File: src/sv/heap_page_sweep_coalescer_core_assert.svh
// Assertion macros for the sweep coalescer command queue.
// Each macro takes a label, an antecedent and a consequent, and is checked
// at the rising edge of clk while rst_n is high.
`ifndef HEAP_PAGE_SWEEP_COALESCER_CORE_ASSERT_SVH
`define HEAP_PAGE_SWEEP_COALESCER_CORE_ASSERT_SVH
`ifndef SYNTHESIS
`define HPSC_ASSERT_NOW(lbl, ante, cons) \
  lbl: assert property (@(posedge clk) disable iff (!rst_n) (ante) |-> (cons)) \
    else $error("hpsc: same-cycle check failed");
`define HPSC_ASSERT_NEXT(lbl, ante, cons) \
  lbl: assert property (@(posedge clk) disable iff (!rst_n) (ante) |=> (cons)) \
    else $error("hpsc: next-cycle check failed");
`else
`define HPSC_ASSERT_NOW(lbl, ante, cons)
`define HPSC_ASSERT_NEXT(lbl, ante, cons)
`endif
`endif

File: src/sv/hpsc_pkg.sv
package hpsc_pkg;

  // Width of the internal address space; the cursor saturates at its top.
  localparam int ADDR_BITS  = 48;
  // Fixed field widths of the ports.
  localparam int FIELD_W    = 48;
  localparam int REGION_W   = 32;
  localparam int SIZE_W     = 32;
  localparam int COUNT_W    = 32;
  localparam int KIND_W     = 2;

  // Object sizes are rounded up to a power-of-two alignment.
  localparam int ALIGN_LOG2  = 3;
  localparam int ALIGN_BYTES = 1 << ALIGN_LOG2;
  localparam int RSIZE_W     = SIZE_W + 1;

  localparam logic [ADDR_BITS-1:0] ADDR_MAX  = {ADDR_BITS{1'b1}};
  localparam logic [COUNT_W-1:0]   COUNT_MAX = {COUNT_W{1'b1}};

  // Command queue between the front and the back.
  localparam int Q_DEPTH = 4;
  localparam int Q_PTR_W = $clog2(Q_DEPTH);
  localparam int Q_CNT_W = Q_PTR_W + 1;

  // Configuration port.
  localparam int CFG_ADDR_W = 3;
  localparam int CFG_DATA_W = 32;
  localparam logic [CFG_ADDR_W-1:0] REG_FINALIZE_EN = 3'd0;

  typedef enum logic {
    OP_START  = 1'b0,
    OP_OBJECT = 1'b1
  } op_t;

  typedef enum logic [KIND_W-1:0] {
    KIND_FREE     = 2'd0,
    KIND_FINALIZE = 2'd1,
    KIND_SUMMARY  = 2'd2
  } kind_t;

  // One queued command: up to three result words, always sent in the
  // order finalize, free block, summary.
  typedef struct packed {
    logic                 fin;
    logic                 free;
    logic                 sum;
    logic [ADDR_BITS-1:0] fin_addr;
    logic [ADDR_BITS-1:0] free_addr;
    logic [ADDR_BITS-1:0] free_len;
    logic [ADDR_BITS-1:0] sum_base;
    logic [ADDR_BITS-1:0] sum_reclaimed;
    logic [ADDR_BITS-1:0] sum_live;
    logic [ADDR_BITS-1:0] sum_span;
    logic [REGION_W-1:0]  sum_region;
    logic [COUNT_W-1:0]   sum_count;
  } entry_t;

endpackage

File: src/sv/heap_page_sweep_coalescer_core.sv
// Heap page sweep coalescer.
// Input words arrive through push/full: a start word opens a page (start,
// limit, region id) and each object word gives the size and mark bit of the
// object at the sweep cursor. Results leave through empty/pop, oldest first:
// finalize requests, coalesced free blocks and one summary per closed page.
// The last flag marks the final result word caused by one input word.
// One input word is accepted per cycle while the command queue has room;
// the page state is updated in that same cycle. The results of a word pass
// through the command queue into the result register. While the receiver pops,
// the result side delivers one word per cycle, so input words with two or three
// results drain at that rate and the four-entry queue absorbs the difference.
// When the receiver holds pop low, the queue fills and full rises; the
// front then waits, and nothing is lost or reordered.
// Reset clears the page state, empties the queue and sets finalize_enable.
// The configuration port holds one register, finalize_enable at byte
// address 0, to be written only while the block is idle.
module heap_page_sweep_coalescer_core (
  input  logic                              clk,
  input  logic                              rst_n,
  input  logic                              push,
  output logic                              full,
  input  logic                              in_opcode,
  input  logic [hpsc_pkg::FIELD_W-1:0]      in_page_start,
  input  logic [hpsc_pkg::FIELD_W-1:0]      in_page_limit,
  input  logic [hpsc_pkg::REGION_W-1:0]     in_region_id,
  input  logic [hpsc_pkg::SIZE_W-1:0]       in_obj_size,
  input  logic                              in_marked,
  output logic                              empty,
  input  logic                              pop,
  output logic [hpsc_pkg::KIND_W-1:0]       out_kind,
  output logic [hpsc_pkg::FIELD_W-1:0]      out_address,
  output logic [hpsc_pkg::FIELD_W-1:0]      out_length,
  output logic [hpsc_pkg::REGION_W-1:0]     out_region_out,
  output logic [hpsc_pkg::FIELD_W-1:0]      out_live_total,
  output logic [hpsc_pkg::FIELD_W-1:0]      out_free_total,
  output logic [hpsc_pkg::COUNT_W-1:0]      out_live_count,
  output logic                              out_last,
  input  logic                              psel,
  input  logic                              penable,
  input  logic                              pwrite,
  input  logic [hpsc_pkg::CFG_ADDR_W-1:0]   paddr,
  input  logic [hpsc_pkg::CFG_DATA_W-1:0]   pwdata,
  output logic [hpsc_pkg::CFG_DATA_W-1:0]   prdata,
  output logic                              pready
);
  import hpsc_pkg::*;

  logic   fin_en_r, fin_en_nxt;
  logic   cfg_write;
  logic   in_take;
  logic   q_wr_en;
  entry_t q_wr_data;
  logic   q_rd_en;
  entry_t q_head;
  logic   q_empty;

  // The configuration port never inserts wait states.
  assign pready    = 1'b1;
  assign cfg_write = psel && penable && pwrite && pready;

  always_comb begin
    fin_en_nxt = fin_en_r;
    if (cfg_write && (paddr == REG_FINALIZE_EN)) begin
      fin_en_nxt = pwdata[0];
    end
  end

  always_ff @(posedge clk) begin
    if (!rst_n) begin
      fin_en_r <= 1'b1;
    end else begin
      fin_en_r <= fin_en_nxt;
    end
  end

  assign prdata = (paddr == REG_FINALIZE_EN) ? CFG_DATA_W'(fin_en_r) : '0;

  // An input word is taken whenever the queue has room.
  assign in_take = push && !full;

  hpsc_front u_front (
    .clk             (clk),
    .rst_n           (rst_n),
    .accept          (in_take),
    .finalize_enable (fin_en_r),
    .opcode          (in_opcode),
    .page_start      (in_page_start),
    .page_limit      (in_page_limit),
    .region_id       (in_region_id),
    .obj_size        (in_obj_size),
    .marked          (in_marked),
    .wr_en           (q_wr_en),
    .wr_data         (q_wr_data)
  );

  hpsc_queue u_queue (
    .clk     (clk),
    .rst_n   (rst_n),
    .wr_en   (q_wr_en),
    .wr_data (q_wr_data),
    .rd_en   (q_rd_en),
    .rd_data (q_head),
    .q_empty (q_empty),
    .full    (full)
  );

  hpsc_back u_back (
    .clk        (clk),
    .rst_n      (rst_n),
    .q_head     (q_head),
    .q_empty    (q_empty),
    .rd_en      (q_rd_en),
    .pop        (pop),
    .empty      (empty),
    .kind       (out_kind),
    .address    (out_address),
    .length     (out_length),
    .region_out (out_region_out),
    .live_total (out_live_total),
    .free_total (out_free_total),
    .live_count (out_live_count),
    .last       (out_last)
  );

endmodule

File: src/sv/hpsc_queue.sv
`include "heap_page_sweep_coalescer_core_assert.svh"

module hpsc_queue (
  input  logic            clk,
  input  logic            rst_n,
  input  logic            wr_en,
  input  hpsc_pkg::entry_t wr_data,
  input  logic            rd_en,
  output hpsc_pkg::entry_t rd_data,
  output logic            q_empty,
  output logic            full
);
  import hpsc_pkg::*;

  entry_t               mem_r [Q_DEPTH];
  logic [Q_PTR_W-1:0]   wr_ptr_r, wr_ptr_nxt;
  logic [Q_PTR_W-1:0]   rd_ptr_r, rd_ptr_nxt;
  logic [Q_CNT_W-1:0]   count_r, count_nxt;

  always_comb begin
    wr_ptr_nxt = wr_en ? wr_ptr_r + 1'b1 : wr_ptr_r;
    rd_ptr_nxt = rd_en ? rd_ptr_r + 1'b1 : rd_ptr_r;
    count_nxt  = count_r;
    if (wr_en && !rd_en) begin
      count_nxt = count_r + 1'b1;
    end else if (!wr_en && rd_en) begin
      count_nxt = count_r - 1'b1;
    end
  end

  always_ff @(posedge clk) begin
    if (!rst_n) begin
      wr_ptr_r <= '0;
      rd_ptr_r <= '0;
      count_r  <= '0;
    end else begin
      wr_ptr_r <= wr_ptr_nxt;
      rd_ptr_r <= rd_ptr_nxt;
      count_r  <= count_nxt;
    end
  end

  always_ff @(posedge clk) begin
    if (wr_en) begin
      mem_r[wr_ptr_r] <= wr_data;
    end
  end

  assign rd_data = mem_r[rd_ptr_r];
  assign q_empty = (count_r == '0);
  assign full    = (count_r == Q_CNT_W'(Q_DEPTH));

  `HPSC_ASSERT_NOW(a_no_overrun, wr_en, !full)
  `HPSC_ASSERT_NOW(a_no_underrun, rd_en, !q_empty)
  `HPSC_ASSERT_NOW(a_count_bound, 1'b1, count_r <= Q_CNT_W'(Q_DEPTH))
  `HPSC_ASSERT_NEXT(a_count_up, wr_en && !rd_en, count_r == $past(count_r) + 1'b1)

endmodule

File: src/sv/hpsc_front.sv
module hpsc_front (
  input  logic                           clk,
  input  logic                           rst_n,
  input  logic                           accept,
  input  logic                           finalize_enable,
  input  logic                           opcode,
  input  logic [hpsc_pkg::FIELD_W-1:0]   page_start,
  input  logic [hpsc_pkg::FIELD_W-1:0]   page_limit,
  input  logic [hpsc_pkg::REGION_W-1:0]  region_id,
  input  logic [hpsc_pkg::SIZE_W-1:0]    obj_size,
  input  logic                           marked,
  output logic                           wr_en,
  output hpsc_pkg::entry_t               wr_data
);
  import hpsc_pkg::*;

  logic                 open_r, open_nxt;
  logic [ADDR_BITS-1:0] cursor_r, cursor_nxt;
  logic [ADDR_BITS-1:0] base_r, base_nxt;
  logic [ADDR_BITS-1:0] top_r, top_nxt;
  logic [ADDR_BITS-1:0] span_r, span_nxt;
  logic [REGION_W-1:0]  region_r, region_nxt;
  logic [ADDR_BITS-1:0] run_start_r, run_start_nxt;
  logic [ADDR_BITS-1:0] run_bytes_r, run_bytes_nxt;
  logic [ADDR_BITS-1:0] live_r, live_nxt;
  logic [ADDR_BITS-1:0] recl_r, recl_nxt;
  logic [COUNT_W-1:0]   count_r, count_nxt;

  logic [RSIZE_W-1:0]   size_rnd;
  logic [ADDR_BITS-1:0] size_ext;
  logic [ADDR_BITS-1:0] start_in;
  logic [ADDR_BITS-1:0] limit_in;
  logic [ADDR_BITS:0]   cur_sum;
  logic                 close_now;
  entry_t               ent;

  function automatic logic [RSIZE_W-1:0] round_size(input logic [SIZE_W-1:0] s);
    logic [RSIZE_W-1:0] t;
    t = {1'b0, s} + RSIZE_W'(ALIGN_BYTES - 1);
    return t & ~RSIZE_W'(ALIGN_BYTES - 1);
  endfunction

  function automatic logic [ADDR_BITS-1:0] sat_add(input logic [ADDR_BITS-1:0] a,
                                                   input logic [ADDR_BITS-1:0] b);
    logic [ADDR_BITS:0] s;
    s = {1'b0, a} + {1'b0, b};
    return s[ADDR_BITS] ? ADDR_MAX : s[ADDR_BITS-1:0];
  endfunction

  always_comb begin
    size_rnd = round_size(obj_size);
    size_ext = ADDR_BITS'(size_rnd);
    start_in = ADDR_BITS'(page_start);
    limit_in = ADDR_BITS'(page_limit);
    cur_sum  = {1'b0, cursor_r} + {1'b0, size_ext};

    open_nxt      = open_r;
    cursor_nxt    = cursor_r;
    base_nxt      = base_r;
    top_nxt       = top_r;
    span_nxt      = span_r;
    region_nxt    = region_r;
    run_start_nxt = run_start_r;
    run_bytes_nxt = run_bytes_r;
    live_nxt      = live_r;
    recl_nxt      = recl_r;
    count_nxt     = count_r;
    close_now     = 1'b0;
    ent           = '0;

    if (accept) begin
      if (opcode == OP_START) begin
        base_nxt      = start_in;
        top_nxt       = limit_in;
        span_nxt      = (limit_in > start_in) ? limit_in - start_in : '0;
        region_nxt    = region_id;
        cursor_nxt    = start_in;
        run_start_nxt = '0;
        run_bytes_nxt = '0;
        live_nxt      = '0;
        recl_nxt      = '0;
        count_nxt     = '0;
        open_nxt      = 1'b1;
        close_now     = !(start_in < limit_in);
      end else if (open_r) begin
        if (obj_size == '0) begin
          close_now = 1'b1;
        end else begin
          if (marked) begin
            // A live object ends the pending free run.
            if (run_bytes_r != '0) begin
              ent.free      = 1'b1;
              ent.free_addr = run_start_r;
              ent.free_len  = run_bytes_r;
            end
            run_bytes_nxt = '0;
            live_nxt      = sat_add(live_r, size_ext);
            count_nxt     = (count_r != COUNT_MAX) ? count_r + 1'b1 : count_r;
          end else begin
            ent.fin      = finalize_enable;
            ent.fin_addr = cursor_r;
            if (run_bytes_r == '0) begin
              run_start_nxt = cursor_r;
            end
            run_bytes_nxt = sat_add(run_bytes_r, size_ext);
            recl_nxt      = sat_add(recl_r, size_ext);
          end
          if (cur_sum[ADDR_BITS]) begin
            cursor_nxt = ADDR_MAX;
            close_now  = 1'b1;
          end else begin
            cursor_nxt = cur_sum[ADDR_BITS-1:0];
            close_now  = (cur_sum[ADDR_BITS-1:0] >= top_r);
          end
        end
      end

      if (close_now) begin
        // On close a live object has already flushed, so at most one free
        // block can come from one item.
        if (run_bytes_nxt != '0) begin
          ent.free      = 1'b1;
          ent.free_addr = run_start_nxt;
          ent.free_len  = run_bytes_nxt;
        end
        run_bytes_nxt     = '0;
        ent.sum           = 1'b1;
        ent.sum_base      = base_nxt;
        ent.sum_reclaimed = recl_nxt;
        ent.sum_live      = live_nxt;
        ent.sum_span      = span_nxt;
        ent.sum_region    = region_nxt;
        ent.sum_count     = count_nxt;
        open_nxt          = 1'b0;
      end
    end
  end

  assign wr_en   = accept && (ent.fin || ent.free || ent.sum);
  assign wr_data = ent;

  always_ff @(posedge clk) begin
    if (!rst_n) begin
      open_r      <= 1'b0;
      cursor_r    <= '0;
      base_r      <= '0;
      top_r       <= '0;
      span_r      <= '0;
      region_r    <= '0;
      run_start_r <= '0;
      run_bytes_r <= '0;
      live_r      <= '0;
      recl_r      <= '0;
      count_r     <= '0;
    end else begin
      open_r      <= open_nxt;
      cursor_r    <= cursor_nxt;
      base_r      <= base_nxt;
      top_r       <= top_nxt;
      span_r      <= span_nxt;
      region_r    <= region_nxt;
      run_start_r <= run_start_nxt;
      run_bytes_r <= run_bytes_nxt;
      live_r      <= live_nxt;
      recl_r      <= recl_nxt;
      count_r     <= count_nxt;
    end
  end

endmodule

File: src/sv/hpsc_back.sv
module hpsc_back (
  input  logic                           clk,
  input  logic                           rst_n,
  input  hpsc_pkg::entry_t               q_head,
  input  logic                           q_empty,
  output logic                           rd_en,
  input  logic                           pop,
  output logic                           empty,
  output logic [hpsc_pkg::KIND_W-1:0]    kind,
  output logic [hpsc_pkg::FIELD_W-1:0]   address,
  output logic [hpsc_pkg::FIELD_W-1:0]   length,
  output logic [hpsc_pkg::REGION_W-1:0]  region_out,
  output logic [hpsc_pkg::FIELD_W-1:0]   live_total,
  output logic [hpsc_pkg::FIELD_W-1:0]   free_total,
  output logic [hpsc_pkg::COUNT_W-1:0]   live_count,
  output logic                           last
);
  import hpsc_pkg::*;

  // Pending words of the held command: bit 0 finalize, 1 free, 2 summary.
  logic [2:0]           pend_r, pend_nxt;
  logic [2:0]           pend_after;
  entry_t               cur_r, cur_nxt;
  logic                 pop_ok;
  logic [ADDR_BITS-1:0] free_bytes;

  always_comb begin
    pop_ok     = pop && (pend_r != '0);
    pend_after = pend_r;
    if (pop_ok) begin
      priority if (pend_r[0]) begin
        pend_after[0] = 1'b0;
      end else if (pend_r[1]) begin
        pend_after[1] = 1'b0;
      end else begin
        pend_after[2] = 1'b0;
      end
    end
    rd_en    = !q_empty && (pend_after == '0);
    pend_nxt = rd_en ? {q_head.sum, q_head.free, q_head.fin} : pend_after;
    cur_nxt  = rd_en ? q_head : cur_r;
  end

  always_ff @(posedge clk) begin
    if (!rst_n) begin
      pend_r <= '0;
    end else begin
      pend_r <= pend_nxt;
    end
  end

  always_ff @(posedge clk) begin
    cur_r <= cur_nxt;
  end

  assign free_bytes = (cur_r.sum_span > cur_r.sum_live) ?
                      cur_r.sum_span - cur_r.sum_live : '0;

  always_comb begin
    kind       = KIND_SUMMARY;
    address    = '0;
    length     = '0;
    region_out = '0;
    live_total = '0;
    free_total = '0;
    live_count = '0;
    priority if (pend_r[0]) begin
      kind    = KIND_FINALIZE;
      address = FIELD_W'(cur_r.fin_addr);
    end else if (pend_r[1]) begin
      kind    = KIND_FREE;
      address = FIELD_W'(cur_r.free_addr);
      length  = FIELD_W'(cur_r.free_len);
    end else begin
      kind       = KIND_SUMMARY;
      address    = FIELD_W'(cur_r.sum_base);
      length     = FIELD_W'(cur_r.sum_reclaimed);
      region_out = cur_r.sum_region;
      live_total = FIELD_W'(cur_r.sum_live);
      free_total = FIELD_W'(free_bytes);
      live_count = cur_r.sum_count;
    end
  end

  assign empty = (pend_r == '0);
  assign last  = (pend_r != '0) && ((pend_r & (pend_r - 3'd1)) == '0);

endmodule

File: config.mk
export PLATFORM = sky130hd
export DESIGN_NAME = heap_page_sweep_coalescer_core
export DESIGN_NICKNAME = d
export VERILOG_FILES = /design/src/sv/hpsc_pkg.sv /design/src/sv/heap_page_sweep_coalescer_core.sv /design/src/sv/hpsc_queue.sv /design/src/sv/hpsc_front.sv /design/src/sv/hpsc_back.sv
export VERILOG_INCLUDE_DIRS = /design/src /design/src/sv
export SDC_FILE = /design/constraint.sdc
export NUM_CORES = 2
export LEC_CHECK = 0
export ABC_AREA = 1
export CAP_MARGIN = 25
export CORE_MARGIN = 2
export CORE_UTILIZATION = 58
export DETAILED_ROUTE_END_ITERATION = 7
export DONT_BUFFER_PORTS = 1
export GPL_TIMING_DRIVEN = 1
export PLACE_DENSITY = 0.76
export SYNTH_ARGS = -nofsm -noshare
export SYNTH_HDL_FRONTEND = slang
export SYNTH_SLANG_ARGS = --single-unit
File: constraint.sdc
create_clock -name clk -period 30 [get_ports clk]
set_clock_uncertainty 0.15 [all_clocks]
set_input_delay 6 -clock clk [delete_from_list [all_inputs] [get_ports clk]]
set_output_delay 6 -clock clk [all_outputs]
set_load 0.05 [all_outputs]
==> impl_metrics.json <==
{
  "place.gp.congestion": 0.988,
  "dp_hpwl_um": 244000,
  "tns_ps": 0,
  "synth_top_area_share": 0.528,
  "dp_cells": 13878,
  "clock-sinks": 2474,
  "drt-pass1-iter-count": 7,
  "antenna_found_initial": 30,
  "synth_edf_count": 2012,
  "fin_hold_ws_ps": 312,
  "comb_power_share": 0.374,
  "ios": 498,
  "syn_to_final_growth_pct": 9.39,
  "multiInputGateArea_um2": 39100,
  "drt_wl_total_um": 375000,
  "cts-root-buf": "clkbuf_16",
  "fmax_mhz": 57.2,
  "required_ps": 30340,
  "synth_area_um2": 114000,
  "routed_via_density": 6.27,
  "grt_start_max_net_pins": 205,
  "cp_top_family": "simple AND/OR/NAND/NOR gates",
  "drcViolationCount": 0,
  "rsz0062_at_grt": "false",
  "grt.overflow.total": 0,
  "worstPathArrival_ps": 17840,
  "min_path_type": "reg2reg",
  "start_kind": "input pin",
  "path_buf_inv": 14,
  "synth_cells": 11665,
  "clockBufferDepth": 3,
  "port_buffers": 0,
  "power_density_nw_per_um2": 98.2,
  "drive_gt1_frac": 0.0620,
  "finalHoldViolations": 0,
  "critPathSlowestCell": "buf_4",
  "core_area_um2": 197000,
  "row_count": 163,
  "final_cells": 14375,
  "p_sw_frac": 0.425,
  "critPathCaptureType": "flop",
  "drv_slew": 0,
  "finalWorstPathRequiredPeriod_ps": 17500,
  "setup_viol": 0,
  "die_height_um": 448,
  "ant_nets": 0,
  "detail_route.iter0.violations": 11878,
  "switchingPower_uw": 5230,
  "synth_ff_type": "edfxtp_1",
  "dr_total_vias": 90115,
  "numCtsBuffers": 237,
  "leakage_uw": 0.0449,
  "track_usage": 0.363,
  "internal_power_uw": 7070,
  "yosysSeqAreaShare": 0.609,
  "synth_area_leaders": "edfxtp_1 (53%), dfxtp_1 (8.1%), nor2_1 (6.3%), nand2_1 (5.6%), o21ai_0 (5.3%)",
  "cts-resized-gates": 0,
  "critPathKind": "in2reg",
  "maxCapViolCount": 0,
  "maxSlewHeadroom": 0.210,
  "cpMostUsedCell": "nand2_1",
  "synth_cell_types": 64,
  "ys_warn_count": 0,
  "p_clk_frac": 0.249,
  "status": "completed",
  "die-area_um2": 201000,
  "seqPwrFrac": 0.377,
  "postCtsSetupBuffers": 0,
  "grt_pass1_vias": 84849,
  "ir_worst_vdd_mv": 0.149,
  "path_max_fanout": 55,
  "start_util": 0.582,
  "critPathMaxStageDelay_ps": 830,
  "cts_tree": "built",
  "clock_latency_ps": 920,
  "worst_slew_pin_slew_ps": 1190,
  "yosys.area.top_type": "edfxtp_1",
  "cts_hold_buf": 0,
  "synthArstFlopShare": 0,
  "synth_common_cells": "edfxtp_1 (2012), nor2_1 (1910), nand2_1 (1693)",
  "post_synth.cell_area_avg_um2": 9.81,
  "fill_cells": 15619,
  "die_w_um": 448,
  "clk_pin_slew_ps": 60,
  "synth-seq-cells": 2474,
  "wl_per_cell_um": 26.1,
  "yosysMostFrequentCell": "edfxtp_1",
  "ctsHtreeMaxLevel": 4,
  "ff_latch_area_um2": 69700,
  "power_uw": 12300,
  "fin_nets": 11964,
  "grt_pass1_wl_um": 539000,
  "timing.final.crit_share": 0.583
}
==> power by group through the flow <==
stage	clock network (µW)	logic [µW]	registers [µW]
floorplan	0	3200	4810
global placement	0	4380	4670
detailed placement	0	4510	4690
CTS	3080	4530	4620
global route	3220	4860	4660
finish	3060	4600	4630
==> state kept, by name (all words and copies together) (netlist names), named ones only <==
signal               flops
u_front.recl_r          48
u_front.base_r          48
u_front.span_r          48
u_front.cursor_r        48
fin_en_r                 1
u_queue.mem_r         1612
u_back.pend_r            3
u_front.run_bytes_r     48
u_queue.wr_ptr_r         2
u_front.open_r           1
u_front.run_start_r     48
u_front.live_r          48
u_queue.rd_ptr_r         2
u_front.top_r           48
u_front.region_r        32
u_back.cur_r           400
u_queue.count_r          3
u_front.count_r         32
==> final timing paths <==
path	start	endpoint	slack (ps)	cells after the start
setup reg to reg	u_front.cursor_r[3]	u_queue.mem_r[3][292]	19390	37
hold reg to reg	u_front.top_r[4]	u_front.top_r[4]	310	2
setup / recovery	in_obj_size[1]	u_queue.mem_r[3][292]	12500	59
hold / removal	u_front.top_r[4]	u_front.top_r[4]	310	2
==> cell families after synthesis <==
family,share of synthesized area
AOI/OAI and AO/OA,0.146
xor gates and xnor gates,0.0161
adders and majority gates,0.0309
buffers and inverters,0.0514
DFF,0.609
other,0.0000656
and+or+nand+nor,0.146
==> cell usage in the layout (no fill, tap or decap), drive strengths merged, types with 9 or more instances in the layout <==
| master | count |
|---|---|
| conb | 32 |
| nor3 | 113 |
| o21a | 20 |
| ha | 271 |
| nor2 | 1926 |
| nand3 | 251 |
| diode | 42 |
| xnor2 | 82 |
| o21ai | 1230 |
| clkinvlp | 9 |
| o211ai | 59 |
| nand2 | 1706 |
| a31oi | 44 |
| and3 | 9 |
| a21o | 20 |
| nor4 | 47 |
| o22ai | 447 |
| o21bai | 20 |
| a21oi | 1042 |
| a41oi | 18 |
| a22oi | 81 |
| buf | 203 |
| or2 | 29 |
| xor2 | 128 |
| dfxtp | 462 |
| nand4 | 59 |
| clkbuf | 323 |
| edfxtp | 2012 |
| bufinv | 23 |
| inv | 850 |
| o221ai | 26 |
| clkinv | 91 |
==> routing by layer <==
layer  wire, µm  share of wire  GRT usage
met1     145000           0.39      0.484
met2     169000           0.45      0.561
met3      38500           0.10     0.0709
met4      22100          0.059      0.199
met5         23       0.000061          0
==> stage by stage <==
stage,setup WS (ps),utilization,instance area (µm²)
CTS,12510,0.636,125000
global route,11770,0.637,125000
global placement,11650,0.594,117000
floorplan,684,-,115000
finish,12500,0.637,125000
detailed placement,11640,0.595,117000
==> cell type report <==
class	count	area share
Timing Repair Buffer	203	0.0139
Sequential cell	2474	0.557
Antenna cell	42	0.000840
Clock inverter	127	0.0119
Inverter	846	0.0258
Tap cell	2640	0.0264
Clock buffer	323	0.0523
Multi-Input combinational cell	7720	0.312
==> worst register-to-register path: cells and delay by family (launching register included) <==
| kind | cells | cell delay (ps) |
|---|---|---|
| AO/OA/AOI/OAI | 5 | 1660 |
| adder cells (fa/ha/maj) | 3 | 1080 |
| buffers and inverters | 9 | 3290 |
| flip-flops | 1 | 400 |
| AND/OR/NAND/NOR | 20 | 3590 |
(Power assumes the default switching activity.)
